`src/rtl/core/tmeu_ram.sv`:
```
module tmeu_ram #(
  parameter int WIDTH = 8,
  parameter int DEPTH = 256,
  localparam int AW   = $clog2(DEPTH)
) (
  input  logic             clk,
  input  logic             we,
  input  logic [AW-1:0]    waddr,
  input  logic [WIDTH-1:0] wdata,
  input  logic [AW-1:0]    raddr,
  output logic [WIDTH-1:0] rdata
);

  logic [WIDTH-1:0] mem [DEPTH];

  always_ff @(posedge clk) begin
    if (we) begin
      mem[waddr] <= wdata;
    end
    rdata <= mem[raddr];
  end

endmodule

```
`config.mk`:
```
export PLATFORM = sky130hd
export DESIGN_NAME = tmeu_ram
export DESIGN_NICKNAME = d
export VERILOG_FILES = /design/src/rtl/core/tmeu_ram.sv
export SDC_FILE = /design/constraint.sdc
export NUM_CORES = 2
export LEC_CHECK = 0
export ABC_AREA = 1
export BUFFER_PORTS_ARGS = -buffer_cell sky130_fd_sc_hd__buf_4
export CAP_MARGIN = 20
export CORE_ASPECT_RATIO = 0.7
export CORE_UTILIZATION = 25
export CTS_CLUSTER_SIZE = 10
export DETAILED_ROUTE_END_ITERATION = 10
export PLACE_DENSITY = 0.47
export SYNTH_ARGS = -nofsm -noshare
export SYNTH_HDL_FRONTEND = slang
export SYNTH_SLANG_ARGS = --single-unit
```
`constraint.sdc`:
```
create_clock -name clk -period 2.35 [get_ports clk]
set_input_delay 0.47 -clock clk [delete_from_list [all_inputs] [get_ports clk]]
set_output_delay 0.47 -clock clk [all_outputs]
set_load 0.02 [all_outputs]
```
==> metrics.txt <==
routed wire length 273000 um; post-route ant nets 0; layout cells sized above 1 0.134; Avg WL per Cell 22.8 um; Finished Cell Area 0.100 sq mm; core region area 0.332 sq mm; global-route wire length before repair 393000 um; Avg Inst Size Synth 11.9 sq um; 1st-iter DRT viols 7287; clock root cell clkbuf_16; CP Launch Type primary input; flops & latches, synth 2056; Multi-input gate area 0.0192 sq mm; vias in the first global route 54000; Vias/cell 4.75; Vias 56800; CP cell instances buf_8 -> inv_16 -> buf_12 -> buf_12 -> buf_4 -> nand2_1 -> nand3_1 -> nand3_1 -> nand3_1 -> nand3_2 -> nand3_1 -> nand3_1 -> nand2_1 -> nand2_1 -> nand2_1; Tmin final 2.24 ns; Final #Nets 7538; Final Cycle Share 0.951; CTS sink cnt 2056; status finished clean; Worst setup EP type flip-flop; pwr dens 777 mW/mm^2; Die H 485 um; class of the worst hold path in -> reg; number of clock buffers inserted by TritonCTS 232; post-synth net total 7029; Post-Syn Instances 7003; CP max-delay cell buf_4; pin count of the biggest net entering global routing 101; Relative slew margins 0.208; Layout fillers 33400; GRT Overall Usage 0.158; setup bufs post-CTS 0; final setup vio count 0; most frequent cells in the layout nand2_1 (2114), edfxtp_1 (2048), nand3_1 (2016); DP Area 0.0941 sq mm; Area Growth Syn to Fin 20.4%; Top cell by count, worst path nand3_1; worst-margin pin slew 1.19 ns; H-tree depth 4; Slew Viols, Final 0; total grt overflow 0; maximum vdd drop 0.533 mV; delay-heaviest family, CP simple AND/OR/NAND/NOR gates; DRT Pass-1 Iters 5; top cell type's share of synthesized area 0.737; MaxCap Viol Count 0; leakage 35.2 nW; setup total negative slack 0 ns; Die ar. 0.336 sq mm; Ports 34; f_max 447 MHz; crit path kind in -> reg; Ys Warns 0; clock buffer depth 4; clock-pin slew on the worst setup and hold paths 0.05 ns; clk_skew 0.0513 ns; Final Util 0.302; final hold vios 0; CP required 3.14 ns; Crit path largest cell delay 0.25 ns; die width 692 um; largest cells by area after synthesis edfxtp_1 (74%), nand3_1 (12%), nand2_1 (9.6%), buf_2 (1.6%), nor2_1 (1.3%); CP Buf/Inv Count 5; post-synth cell types 14; detailed-route DRC error count 0; CTS tree built; Seq/Total Area, Yosys 0.739; dpl hpwl 174000 um; RSZ-0062 raised after global routing no; Skew-Pair Late Insertion Delay 0.89 ns; worst-path maximum fanout 37; placer congestion estimate 0.852; initial core utilization 0.251; Buffers on Ports 33; largest area contributor in the netlist edfxtp_1; initial antenna violation count 28; most common cell after layout, fill and taps aside nand2_1; row cnt 177; FF+latch area 0.0617 sq mm; Cell Area, Synth 0.0834 sq mm; Worst EP arrival 3.03 ns
==> path summary, 6_finish.rpt <==
| path | endpoint | depth (start not counted) | from | slack, ns |
|---|---|---|---|---|
| worst max-delay path | rdata[2] | 15 | raddr[0] | 0.11 |
| worst max register to register | rdata[2] | 10 | mem[82][2] | 0.19 |
| worst min-delay path | mem[242][4] | 1 | wdata[4] | 0.06 |
| worst min register to register | rdata[2] | 10 | mem[148][2] | 0.98 |
==> state kept, by name, summed over array words and instances, names as in the netlist <==
| signal | count |
|---|---|
| rdata | 8 |
| mem | 2048 |
==> stage by stage <==
step / hold slack [ns] / instances / power [mW] / worst slack [ns]
CTS: 0.00659 / 12000 / 78.7 / 0.0999
global placement: 0.826 / 11700 / 46.9 / -0.814
floorplan: 0.569 / 7003 / 43.7 / 0.389
detailed placement: 0.817 / 11700 / 47.0 / -0.808
global route: 0.0210 / 12000 / 80.5 / 0.0414
finish: 0.0629 / 12000 / 78.0 / 0.114
==> cells by family (layout without fill, tap and decap cells) <==
kind of cell / Yosys count / after routing / share of synthesized area
flip-flops: 2056 / 2056 / 0.739
AND/OR/NAND/NOR: 4425 / 4425 / 0.229
buffers and inverters: 522 / 1101 / 0.0312
other: 0 / 5 / 0
==> cell type report <==
type                       count  area share
clock inverter                 6    0.000635
timing repair buffer         758      0.0769
inverter                      39     0.00179
antenna                        5    0.000125
tap                         4385      0.0546
sequential                  2056       0.614
multi-input combinational   4425       0.191
clock buffer                 298      0.0609
==> worst register-to-register path, cell delays in order, from the launching register on <==
cell and delay [ns]:
edfxtp_1 0.37, nand2_1 0.07, nand3_1 0.06, nand3_1 0.20
nand3_1 0.19, nand3_1 0.21, nand3_1 0.31, nand3_1 0.35
nand2_1 0.10, nand2_1 0.14, nand2_1 0.06
==> report_power, final <==
group	total (mW)	leakage, nW	internal [mW]	switching [mW]
sequential	40.5	18.5	40.4	0.0817
clock	31.9	3.00	17.8	14.0
combinational	5.68	13.7	1.69	3.99
==> Yosys cell counts <==
library cell and n:
buf_1 40, buf_2 268, buf_4 46, buf_6 16
buf_8 1, clkbuf_1 112, dfxtp_1 8, edfxtp_1 2048
inv_1 36, inv_2 2, inv_4 1, nand2_1 2123
nand3_1 2019, nor2_1 283
==> routing by layer <==
| layer | share of wire | global-route usage | wire [um] | vias to the layer above |
|---|---|---|---|---|
| met5 | 0.000099 | 0 | 27 | - |
| li1 | - | - | - | 25800 |
| met4 | 0.018 | 0.0310 | 4990 | 4 |
| met3 | 0.093 | 0.0354 | 25300 | 307 |
| met2 | 0.41 | 0.223 | 112000 | 2221 |
| met1 | 0.48 | 0.246 | 131000 | 28500 |
==> what timing repair did <==
item	CTS	global route
endpoints found under the setup margin	4	3
gates resized for setup	4	3
endpoints found under the hold margin	85	0
hold buffers	7	0
Note: power is estimated with default switching activity, not from simulation.
